File: config.mk
export PLATFORM = sky130hd
export DESIGN_NAME = joystick_command_conditioner
export DESIGN_NICKNAME = d
export VERILOG_FILES = /design/src/design/jcc_pkg.sv /design/src/design/joystick_command_conditioner.sv /design/src/design/jcc_ctrl.sv /design/src/design/jcc_datapath.sv
export SDC_FILE = /design/constraint.sdc
export NUM_CORES = 2
export LEC_CHECK = 0
export BUFFER_PORTS_ARGS = -buffer_cell sky130_fd_sc_hd__buf_4
export CORE_ASPECT_RATIO = 0.75
export CORE_MARGIN = 3
export CORE_UTILIZATION = 30
export CTS_BUF_LIST = sky130_fd_sc_hd__clkbuf_16
export CTS_CLUSTER_SIZE = 8
export DETAILED_ROUTE_END_ITERATION = 6
export GPL_TIMING_DRIVEN = 0
export PLACE_DENSITY_LB_ADDON = 0.08
export RECOVER_POWER = 25
export SYNTH_ARGS = -nofsm -noshare
export SYNTH_HDL_FRONTEND = slang
export SYNTH_SLANG_ARGS = --single-unit
File: constraint.sdc
create_clock -name clk -period 14.4 [get_ports clk]
set_input_delay 1.44 -clock clk [delete_from_list [all_inputs] [get_ports clk]]
set_output_delay 1.44 -clock clk [all_outputs]
set_load 0.1 [all_outputs]
File: src/design/jcc_pkg.sv
// Shared types and constants for the joystick command conditioner.
// Used by jcc_ctrl, jcc_datapath and joystick_command_conditioner; no dependencies.

package jcc_pkg;

  // Multiply schedule: four smoothing products, four deadband products,
  // three step products, then a final step to retire the last product.
  localparam int unsigned StepWidth = 4;
  localparam logic [StepWidth-1:0] SMOOTH_END = 4'd4;
  localparam logic [StepWidth-1:0] BAND_END   = 4'd8;
  localparam logic [StepWidth-1:0] ISSUE_END  = 4'd11;

  localparam int unsigned LaneCount = 4;
  localparam int unsigned StepCount = 3;

  // Lane order follows the result fields
  localparam logic [1:0] LANE_FORWARD = 2'd0;  // left vertical
  localparam logic [1:0] LANE_LATERAL = 2'd1;  // left horizontal, negated
  localparam logic [1:0] LANE_TURN    = 2'd2;  // right horizontal, negated
  localparam logic [1:0] LANE_PITCH   = 2'd3;  // right vertical

  // Configuration register indexes
  localparam logic [2:0] REG_FILTER_GAIN    = 3'd0;
  localparam logic [2:0] REG_DEADBAND_WIDTH = 3'd1;
  localparam logic [2:0] REG_STEP_TIME      = 3'd2;
  localparam logic [2:0] REG_FORWARD_SPAN   = 3'd3;
  localparam logic [2:0] REG_LATERAL_SPAN   = 3'd4;
  localparam logic [2:0] REG_TURN_SPAN      = 3'd5;
  localparam logic [2:0] REG_PITCH_SPAN     = 3'd6;

  localparam logic [15:0] RST_FILTER_GAIN    = 16'd6554;
  localparam logic [14:0] RST_DEADBAND_WIDTH = 15'd3277;
  localparam logic [15:0] RST_STEP_TIME      = 16'd131;
  localparam logic [15:0] RST_SPAN           = 16'd256;

  localparam logic signed [15:0] AXIS_MIN = 16'sh8000;
  localparam logic signed [15:0] AXIS_MAX = 16'sh7fff;

  typedef enum logic [1:0] {
    OP_SMOOTH,
    OP_BAND,
    OP_STEP
  } op_t;

  typedef struct packed {
    logic       load_in;
    logic       issue;
    op_t        op;
    logic [1:0] lane;
    logic       load_out;
  } cmd_t;

endpackage

File: src/design/joystick_command_conditioner.sv
// Joystick command conditioner: smoothing, deadband and scaling of four stick axes.
// Top level; instantiates jcc_ctrl and jcc_datapath, uses jcc_pkg.
//
// Usage:
//   Input channel (in_valid / in_stall) carries one gamepad sample: four Q1.15
//   axes. Output channel (out_valid / out_stall) carries seven Q8.8 commands.
//   A transfer happens on a rising edge with valid high and stall low.
//   The configuration channel (cfg_valid / cfg_ready, cfg_index, cfg_data) is
//   always ready; write it only while no sample is in flight. Unknown indexes
//   are dropped.
//   Each sample runs eleven products through one shared 17x17 multiplier,
//   retires the last product and loads the output register; only then does
//   the input side return to idle and take the next sample.
//   The output register frees the input side: a new sample may start while the
//   previous result waits; a stalled result holds, and the finished sample
//   waits for the output register before the next one is taken.
//   Synchronous reset restores default registers and zeroes filter state.

module joystick_command_conditioner (
  input  logic               clk,
  input  logic               rst,
  input  logic               in_valid,
  output logic               in_stall,
  input  logic signed [15:0] left_horizontal,
  input  logic signed [15:0] left_vertical,
  input  logic signed [15:0] right_horizontal,
  input  logic signed [15:0] right_vertical,
  output logic               out_valid,
  input  logic               out_stall,
  output logic signed [15:0] forward_velocity,
  output logic signed [15:0] lateral_velocity,
  output logic signed [15:0] yaw_rate,
  output logic signed [15:0] body_pitch,
  output logic signed [15:0] forward_step,
  output logic signed [15:0] lateral_step,
  output logic signed [15:0] yaw_step,
  input  logic               cfg_valid,
  output logic               cfg_ready,
  input  logic [2:0]         cfg_index,
  input  logic [15:0]        cfg_data
);

  jcc_pkg::cmd_t cmd;

  assign cfg_ready = 1'b1;

  jcc_ctrl u_ctrl (
    .clk       (clk),
    .rst       (rst),
    .in_valid  (in_valid),
    .in_stall  (in_stall),
    .out_valid (out_valid),
    .out_stall (out_stall),
    .cmd       (cmd)
  );

  jcc_datapath u_datapath (
    .clk              (clk),
    .rst              (rst),
    .cmd              (cmd),
    .cfg_we           (cfg_valid && cfg_ready),
    .cfg_index        (cfg_index),
    .cfg_data         (cfg_data),
    .left_horizontal  (left_horizontal),
    .left_vertical    (left_vertical),
    .right_horizontal (right_horizontal),
    .right_vertical   (right_vertical),
    .forward_velocity (forward_velocity),
    .lateral_velocity (lateral_velocity),
    .yaw_rate         (yaw_rate),
    .body_pitch       (body_pitch),
    .forward_step     (forward_step),
    .lateral_step     (lateral_step),
    .yaw_step         (yaw_step)
  );

endmodule

File: src/design/jcc_ctrl.sv
// Sequencer for the joystick command conditioner: input/output handshake and
// the multiply schedule. Depends on jcc_pkg; drives jcc_datapath through cmd_t.

module jcc_ctrl (
  input  logic          clk,
  input  logic          rst,
  input  logic          in_valid,
  output logic          in_stall,
  output logic          out_valid,
  input  logic          out_stall,
  output jcc_pkg::cmd_t cmd
);

  typedef enum logic [1:0] {
    S_IDLE,
    S_RUN,
    S_DONE
  } state_t;

  state_t                          state;
  logic [jcc_pkg::StepWidth-1:0]   step;
  logic                            out_free;

  assign in_stall = (state != S_IDLE);
  assign out_free = !out_valid || !out_stall;

  always_comb begin
    cmd          = '0;
    cmd.load_in  = in_valid && (state == S_IDLE);
    cmd.issue    = (state == S_RUN) && (step < jcc_pkg::ISSUE_END);
    cmd.lane     = step[1:0];
    cmd.load_out = (state == S_DONE) && out_free;
    if (step < jcc_pkg::SMOOTH_END) begin
      cmd.op = jcc_pkg::OP_SMOOTH;
    end else if (step < jcc_pkg::BAND_END) begin
      cmd.op = jcc_pkg::OP_BAND;
    end else begin
      cmd.op = jcc_pkg::OP_STEP;
    end
  end

  always_ff @(posedge clk) begin
    if (rst) begin
      state     <= S_IDLE;
      step      <= '0;
      out_valid <= 1'b0;
    end else begin
      if (out_valid && !out_stall) begin
        out_valid <= 1'b0;
      end
      case (state)
        S_IDLE: begin
          step <= '0;
          if (in_valid) begin
            state <= S_RUN;
          end
        end
        S_RUN: begin
          // last cycle retires the final product
          if (step == jcc_pkg::ISSUE_END) begin
            state <= S_DONE;
          end else begin
            step <= step + 1'b1;
          end
        end
        S_DONE: begin
          if (out_free) begin
            out_valid <= 1'b1;
            state     <= S_IDLE;
          end
        end
        default: begin
          state <= S_IDLE;
        end
      endcase
    end
  end

  a_accept_starts: assert property (@(posedge clk) disable iff (rst)
    (in_valid && !in_stall) |=> (state == S_RUN && step == '0))
    else $error("accepted item did not start the schedule");

  a_out_from_done: assert property (@(posedge clk) disable iff (rst)
    $rose(out_valid) |-> $past(state == S_DONE))
    else $error("result presented without finishing the schedule");

  a_step_bound: assert property (@(posedge clk) disable iff (rst)
    (state == S_RUN) |-> (step <= jcc_pkg::ISSUE_END))
    else $error("schedule counter ran past its end");

  a_no_overwrite: assert property (@(posedge clk) disable iff (rst)
    (out_valid && out_stall) |-> !cmd.load_out)
    else $error("stalled result overwritten");

endmodule

File: src/design/jcc_datapath.sv
// Datapath for the joystick command conditioner: config registers, filter state,
// one shared 17x17 multiplier and result registers. Depends on jcc_pkg.

module jcc_datapath (
  input  logic               clk,
  input  logic               rst,
  input  jcc_pkg::cmd_t      cmd,
  input  logic               cfg_we,
  input  logic [2:0]         cfg_index,
  input  logic [15:0]        cfg_data,
  input  logic signed [15:0] left_horizontal,
  input  logic signed [15:0] left_vertical,
  input  logic signed [15:0] right_horizontal,
  input  logic signed [15:0] right_vertical,
  output logic signed [15:0] forward_velocity,
  output logic signed [15:0] lateral_velocity,
  output logic signed [15:0] yaw_rate,
  output logic signed [15:0] body_pitch,
  output logic signed [15:0] forward_step,
  output logic signed [15:0] lateral_step,
  output logic signed [15:0] yaw_step
);

  logic [15:0] filter_gain;
  logic [14:0] deadband_width;
  logic [15:0] step_time;
  logic [15:0] forward_span;
  logic [15:0] lateral_span;
  logic [15:0] turn_span;
  logic [15:0] pitch_span;

  logic signed [15:0] axis    [jcc_pkg::LaneCount];
  logic signed [15:0] smooth  [jcc_pkg::LaneCount];
  logic signed [15:0] rate    [jcc_pkg::LaneCount];
  logic signed [15:0] incr    [jcc_pkg::StepCount];

  logic signed [15:0] cur_smooth;
  logic signed [15:0] cur_rate;
  logic [15:0]        cur_span;
  logic signed [16:0] mul_a;
  logic signed [16:0] mul_b;
  logic signed [16:0] band_hi;
  logic signed [16:0] band_lo;
  logic               in_band;

  logic signed [33:0] prod;
  logic signed [15:0] base;
  logic               in_band_d;
  logic               valid_d;
  jcc_pkg::op_t       op_d;
  logic [1:0]         lane_d;
  logic signed [15:0] prod_hi;

  function automatic logic signed [15:0] negate_sat(input logic signed [15:0] v);
    logic signed [15:0] r;
    r = (v == jcc_pkg::AXIS_MIN) ? jcc_pkg::AXIS_MAX : -v;
    return r;
  endfunction

  always_ff @(posedge clk) begin
    if (rst) begin
      filter_gain    <= jcc_pkg::RST_FILTER_GAIN;
      deadband_width <= jcc_pkg::RST_DEADBAND_WIDTH;
      step_time      <= jcc_pkg::RST_STEP_TIME;
      forward_span   <= jcc_pkg::RST_SPAN;
      lateral_span   <= jcc_pkg::RST_SPAN;
      turn_span      <= jcc_pkg::RST_SPAN;
      pitch_span     <= jcc_pkg::RST_SPAN;
    end else if (cfg_we) begin
      case (cfg_index)
        jcc_pkg::REG_FILTER_GAIN:    filter_gain    <= cfg_data;
        jcc_pkg::REG_DEADBAND_WIDTH: deadband_width <= cfg_data[14:0];
        jcc_pkg::REG_STEP_TIME:      step_time      <= cfg_data;
        jcc_pkg::REG_FORWARD_SPAN:   forward_span   <= cfg_data;
        jcc_pkg::REG_LATERAL_SPAN:   lateral_span   <= cfg_data;
        jcc_pkg::REG_TURN_SPAN:      turn_span      <= cfg_data;
        jcc_pkg::REG_PITCH_SPAN:     pitch_span     <= cfg_data;
        default: begin
        end
      endcase
    end
  end

  // Capture a sample, horizontal axes negated
  always_ff @(posedge clk) begin
    if (cmd.load_in) begin
      axis[jcc_pkg::LANE_FORWARD] <= left_vertical;
      axis[jcc_pkg::LANE_LATERAL] <= negate_sat(left_horizontal);
      axis[jcc_pkg::LANE_TURN]    <= negate_sat(right_horizontal);
      axis[jcc_pkg::LANE_PITCH]   <= right_vertical;
    end
  end

  assign cur_smooth = smooth[cmd.lane];
  assign cur_rate   = rate[cmd.lane];

  always_comb begin
    case (cmd.lane)
      jcc_pkg::LANE_FORWARD: cur_span = forward_span;
      jcc_pkg::LANE_LATERAL: cur_span = lateral_span;
      jcc_pkg::LANE_TURN:    cur_span = turn_span;
      default:               cur_span = pitch_span;
    endcase
  end

  assign band_hi = signed'({2'b00, deadband_width});
  assign band_lo = -band_hi;
  assign in_band = (signed'({cur_smooth[15], cur_smooth}) < band_hi) &&
                   (signed'({cur_smooth[15], cur_smooth}) > band_lo);

  // s*(1-g) + x*g is rewritten as s + (x - s)*g
  always_comb begin
    case (cmd.op)
      jcc_pkg::OP_SMOOTH: begin
        mul_a = {axis[cmd.lane][15], axis[cmd.lane]} - {cur_smooth[15], cur_smooth};
        mul_b = signed'({1'b0, filter_gain});
      end
      jcc_pkg::OP_BAND: begin
        mul_a = {cur_smooth[15], cur_smooth};
        mul_b = signed'({1'b0, cur_span});
      end
      default: begin
        mul_a = {cur_rate[15], cur_rate};
        mul_b = signed'({1'b0, step_time});
      end
    endcase
  end

  always_ff @(posedge clk) begin
    if (rst) begin
      valid_d <= 1'b0;
    end else begin
      valid_d <= cmd.issue;
    end
  end

  always_ff @(posedge clk) begin
    prod      <= mul_a * mul_b;
    base      <= cur_smooth;
    in_band_d <= in_band;
    op_d      <= cmd.op;
    lane_d    <= cmd.lane;
  end

  // Floor shift by 16; every result fits in 16 bits
  assign prod_hi = prod[31:16];

  always_ff @(posedge clk) begin
    if (rst) begin
      for (int i = 0; i < jcc_pkg::LaneCount; i++) begin
        smooth[i] <= '0;
      end
    end else if (valid_d && op_d == jcc_pkg::OP_SMOOTH) begin
      smooth[lane_d] <= base + prod_hi;
    end
  end

  always_ff @(posedge clk) begin
    if (valid_d) begin
      case (op_d)
        jcc_pkg::OP_BAND: begin
          rate[lane_d] <= in_band_d ? '0 : prod_hi;
        end
        jcc_pkg::OP_STEP: begin
          case (lane_d)
            jcc_pkg::LANE_FORWARD: incr[0] <= prod_hi;
            jcc_pkg::LANE_LATERAL: incr[1] <= prod_hi;
            jcc_pkg::LANE_TURN:    incr[2] <= prod_hi;
            default: begin
            end
          endcase
        end
        default: begin
        end
      endcase
    end
  end

  // Hold results here so the next sample can run while these wait
  always_ff @(posedge clk) begin
    if (cmd.load_out) begin
      forward_velocity <= rate[jcc_pkg::LANE_FORWARD];
      lateral_velocity <= rate[jcc_pkg::LANE_LATERAL];
      yaw_rate         <= rate[jcc_pkg::LANE_TURN];
      body_pitch       <= rate[jcc_pkg::LANE_PITCH];
      forward_step     <= incr[0];
      lateral_step     <= incr[1];
      yaw_step         <= incr[2];
    end
  end

endmodule

# --- After elaboration in Yosys (flattened, before gate mapping) ---
# Memory sizes are Yosys's and may differ from the RTL's. A register that Yosys moved wholly into a read port is not among the register bits.
# Cells that the tools add are included.
totals:
  reg_bits: 172
  latch_bits: 0
  mem_bits_rw: 240
  romBits: 0
  input_bits: 88
  elab_cells: 137
  n_memories: 4
mem_list:
  columns: ["name", "words", "word_bits", "read_ports", "rd_ports_with_merged_regs", "wr", "line_no", "source"]
  rows:
  - ["u_datapath.axis", 4, 16, 1, 1, 4, "jcc_datapath.sv:32", "logic signed [15:0] axis [jcc_pkg::LaneCount];"]
  - ["u_datapath.rate", 4, 16, 5, 5, 1, "jcc_datapath.sv:34", "logic signed [15:0] rate [jcc_pkg::LaneCount];"]
  - ["u_datapath.smooth", 4, 16, 1, 1, 4, "jcc_datapath.sv:33", "logic signed [15:0] smooth [jcc_pkg::LaneCount];"]
  - ["u_datapath.incr", 3, 16, 3, 3, 1, "jcc_datapath.sv:35", "logic signed [15:0] incr [jcc_pkg::StepCount];"]
op_classes:
  n_addsub: 6
  multipliers: 1
  div: 0
  n_lt_le_gt_ge: 5
  eq_ne: 22
  shifts: 0
  muxes: 54
  n_bitwise: 0
  n_reduce_logical: 29
ops:
  columns: ["op", "count"]
  rows:
  - ["2-to-1 mux 16 bit", 6]
  - ["case mux 16 bit (3 select lines)", 1]
  - ["OR reduction 16 bit", 3]
  - ["case mux 17 bit (2 select lines)", 1]
  - ["equality test 16 bit, second input constant", 2]
  - ["multiplier 17 x 17 -> 32 bit", 1]
  - ["negation 16 bit", 2]
  - ["case mux 16 bit (2 select lines)", 1]
  - ["2-to-1 mux 1 bit", 28]
  - ["2-to-1 mux 2 bit", 14]
  - ["greater-than comparator 16 x 17 -> 1 bit", 1]
  - ["negation 15 -> 17 bit", 1]
  - ["subtractor 16 x 16 -> 17 bit", 1]
  - ["adder 16 bit", 1]
  - ["less-than comparator 16 bit", 1]
  - ["AND reduction 2 bit", 8]
  - ["equality test 2 x 1 -> 1 bit, second input constant", 5]
  - ["zero test 2 bit", 5]
  - ["equality test 3 bit, second input constant", 3]
  - ["equality test 2 bit, second input constant", 4]
  - ["less-than comparator 4 bit, second input constant", 2]
  - ["case mux 4 bit (2 select lines)", 1]
  - ["equality test 3 x 2 -> 1 bit, second input constant", 2]
  - ["logical AND 1 bit", 6]
  - ["other kinds (13)", 17]

# --- Depth between registers and ports, before layout ---
depth:
  ltp_word: 8
  mapped_depth: 38
  ltp_nobuf: 35

# --- Hierarchy ---
# From an unflattened synthesis, not the netlist that was laid out.
hier_totals:
  cells_unflattened: 2774
  area_unflattened_um2: 30959.7
by_module_without_submodules:
  columns: ["module", "n_inst", "cells_per_inst", "area_each_um2", "seq_area_each_um2"]
  rows:
  - ["jcc_datapath", 1, 2725, 30559.3, 13553.0]
  - ["jcc_ctrl", 1, 47, 389.1, 140.1]
  - ["joystick_command_conditioner", 1, 2, 11.3, 0.0]

# --- Least setup slack after synthesis ---
# OpenSTA, ideal clock, no wires.
synth_timing:
  path_kind: "register to register"
  start: "register with a tool-made name"
  end: "register u_datapath.prod[31]"
  arrival_ps: 9182
  required_time_ps: 14270
  path_slack_ps: 5088
  stages_incl_launch_ff: 36
  path_buffers: 4
  path_cell_list: "dfxtp_1 buf_2 buf_4 buf_2 buf_2 mux4_2 ha_1 o21ai_1 a21oi_1 o41a_1 o31ai_4 a21oi_2 a2111oi_4 o21ai_2 or2_2 inv_1 fa_1 inv_1 fa_1 inv_1 fa_1 fa_1 fa_1 inv_1 fa_1 inv_1 ha_1 a21o_1 a21o_1 a221o_1 a221oi_1 nand2_1 nand4_1 nand3_1 o211ai_1 xnor3_1"
synth_lines:
  columns: ["item", "line_no", "source"]
  rows:
  - ["end signal: assignment", "jcc_datapath.sv:138", "prod <= mul_a * mul_b;"]
  - ["end: declaration", "jcc_datapath.sv:46", "logic signed [33:0] prod;"]

==> summary.txt <==
GRT
  – Number of global-route vias before repair: 22100
  – Largest net degree at the start of global routing: 66
  – Initial antenna violation count: 9
  – Global-route usage over all layers: 0.185
  – First-pass GRT wire length: 147000 µm
  – Total congestion overflow: 0

Finish
  – Nets: 3617
  – Register area: 0.0137 mm²
  – Area occupied by multi-input gates: 0.0153 mm²
  – Commonest cells after routing, fill and taps aside: 462 x inv_1, 396 x nand2_1, 352 x edfxtp_1
  – Cell Count, Final, Fillers Out: 4506
  – Design Area, Final: 0.0366 mm²
  – Synthesis-to-layout area growth: 18.2%
  – # fillers: 10200
  – Layout cell share with drive strength beyond 1: 0.123
  – Most common cell after layout, fill and taps aside: inv_1

Outcome
  – Outcome: completed

Setup path
  – Startpoint Class: register
  – Crit Path Category: register to register
  – CP bufs+invs: 9
  – Worst stage delay on the critical path: 1000 ps
  – CP top delay family: adder cells
  – CP max-delay cell: o21ai_1
  – Required time of the critical path: 14960 ps
  – Crit end category: register
  – Worst path arrival time: 12200 ps
  – Max FO, Critical Path: 10

Synth
  – Synth top area share: 0.341
  – Synth Warn #: 0
  – Cell variety after synth: 67
  – Average cell area after synthesis: 11.0 µm²
  – Yosys reg bits: 510
  – Ys async rst share: 0
  – Main area contributors after synthesis: edfxtp_1 34%, fa_1 17%, dfxtp_1 10%, ha_1 6.1%, inv_1 5.1%
  – Primary FF master, synth: edfxtp_1
  – Post-synth EDFFs: 352
  – Post-synthesis net count: 3324
  – Netlist Area Pre-Place: 0.0310 mm²
  – Register area share after synthesis: 0.443
  – Largest area contributor in the netlist: edfxtp_1
  – Mapped Cells: 2824

Floorplanning
  – Initial Utilization: 0.304
  – Overall die width: 377 µm
  – Die H: 284 µm
  – Core Box Area: 0.102 mm²
  – Area of the die: 0.107 mm²
  – Row count: 101
  – Boundary Pins: 203

Placed design
  – Post-DP HPWL: 78000 µm
  – Cells after DPL: 4380
  – Dpl cell area: 0.0345 mm²
  – I/O Buffers: 200
  – Routability Congestion: 0.830
  – Place WS: 2710 ps

Timing
  – Final Hold Vio Count: 0
  – Setup slack after layout: 2760 ps
  – RSZ-0062 raised after global routing: no
  – Max-slew headroom: 0.0616
  – Minimum clock period: 11640 ps
  – Skew final: 44.5 ps
  – F_max: 85.9 MHz
  – Count of final setup violators: 0
  – Part of the cycle the worst path needs: 0.809
  – Fin. max-slew vios: 0
  – TNS Setup: 0 ps
  – Worst Tran Pin Value: 1370 ps

Run
  – Max-cap violations: 0

Clocking
  – Root Driver: clkbuf_16
  – TritonCTS buffer count: 74
  – Post-CTS Hold Buffers: 0
  – Post-CTS Setup Inserts: 0
  – Worst-Skew Late Latency: 630 ps
  – Max clock buf depth: 3
  – CTS resizes: 0
  – CTS tree: done
  – Clock transition at path regs: 50 ps
  – Htree depth: 3
  – CTS sink count: 510

Drt
  – WL per Instance: 21.8 µm
  – Detailed-route DRC error count: 0
  – Vias: 21600
  – Initial DRT Pass Iterations: 6
  – Initial DRC Count: 1654
  – Post-Route WL: 98400 µm
  – Detail Route Antenna Nets: 0
  – Via density: 4.78

Hold path
  – HP Start: u_datapath.incr[0][35]
  – HP Class: register to register
==> final cells by class <==
cell class              instances  area share
inverters                     425      0.0436
plain buffers                  95      0.0101
diodes                          2    0.000137
clock inverters                49     0.00858
multi-input cells            1794       0.418
clock buffers                  75      0.0513
flip-flops and latches        510       0.375
well taps                    1339      0.0458
repair buffers                217      0.0472
==> Yosys cell counts (6+ instances only) <==
| library cell | instances |
|---|---|
| o21ai_1 | 9 |
| dfxtp_1 | 158 |
| nand3_1 | 23 |
| buf_1 | 13 |
| nand2_1 | 396 |
| nor2b_1 | 39 |
| or3_1 | 10 |
| a222oi_1 | 18 |
| ha_1 | 150 |
| o21a_1 | 15 |
| mux4_2 | 48 |
| a211o_1 | 12 |
| nand3b_1 | 17 |
| and2_1 | 9 |
| and3_1 | 9 |
| o31a_1 | 7 |
| mux2i_1 | 23 |
| xnor2_1 | 59 |
| nand4_1 | 12 |
| nor2_1 | 255 |
| a21o_1 | 24 |
| nor4_1 | 11 |
| fa_1 | 262 |
| o21ai_0 | 51 |
| nor3_1 | 32 |
| edfxtp_1 | 352 |
| or2_2 | 11 |
| nand2b_1 | 51 |
| a21oi_1 | 141 |
| a31oi_1 | 8 |
| xor2_1 | 27 |
| inv_1 | 423 |
| a211oi_1 | 6 |
| clkbuf_1 | 76 |
| mux2_2 | 11 |
==> stage by stage <==
| step | utilization | hold WS [ps] |
|---|---|---|
| final | 0.359 | 413 |
| after global routing | 0.359 | 421 |
| after CTS | 0.360 | 416 |
| after detailed placement | 0.338 | 405 |
| after global placement | 0.335 | 403 |
| after floorplan | - | 394 |
==> layer usage <==
metal | part of all wire | up-vias | track usage
met5 | 0 | - | 0
met4 | 0.016 | 0 | 0.0371
met3 | 0.057 | 101 | 0.0324
met2 | 0.42 | 676 | 0.271
met1 | 0.50 | 10800 | 0.285
li1 | - | 9943 | -
==> logic make-up after synthesis <==
kind of cell / count (synthesis) / share of synthesized area
AO/OA/AOI/OAI: 327 / 0.0668
XOR/XNOR: 87 / 0.0250
adder cells (fa/ha/maj): 413 / 0.230
buffers and inverters: 520 / 0.0634
flip-flops: 510 / 0.443
multiplexers: 82 / 0.0463
other: 1 / 0.000121
AND/OR/NAND/NOR: 884 / 0.125
==> state kept, by name, summed over array words and instances (netlist names), 48 cells and up, named ones only <==
name / count
u_datapath.smooth: 64
u_datapath.axis: 64
u_datapath.incr: 48
u_datapath.rate: 64
==> path summary, 6_finish.rpt <==
kind | endpoint | slack (ps) | cells past startpoint
max | u_datapath.prod[25] | 2760 | 36
min | yaw_step[3] | 410 | 0
max reg2reg | u_datapath.prod[25] | 2760 | 36
min reg2reg | yaw_step[3] | 410 | 0
Power is left out: the tool's default activity adds up to more than one toggle a clock period on the data nets, which glitch-free logic cannot reach.
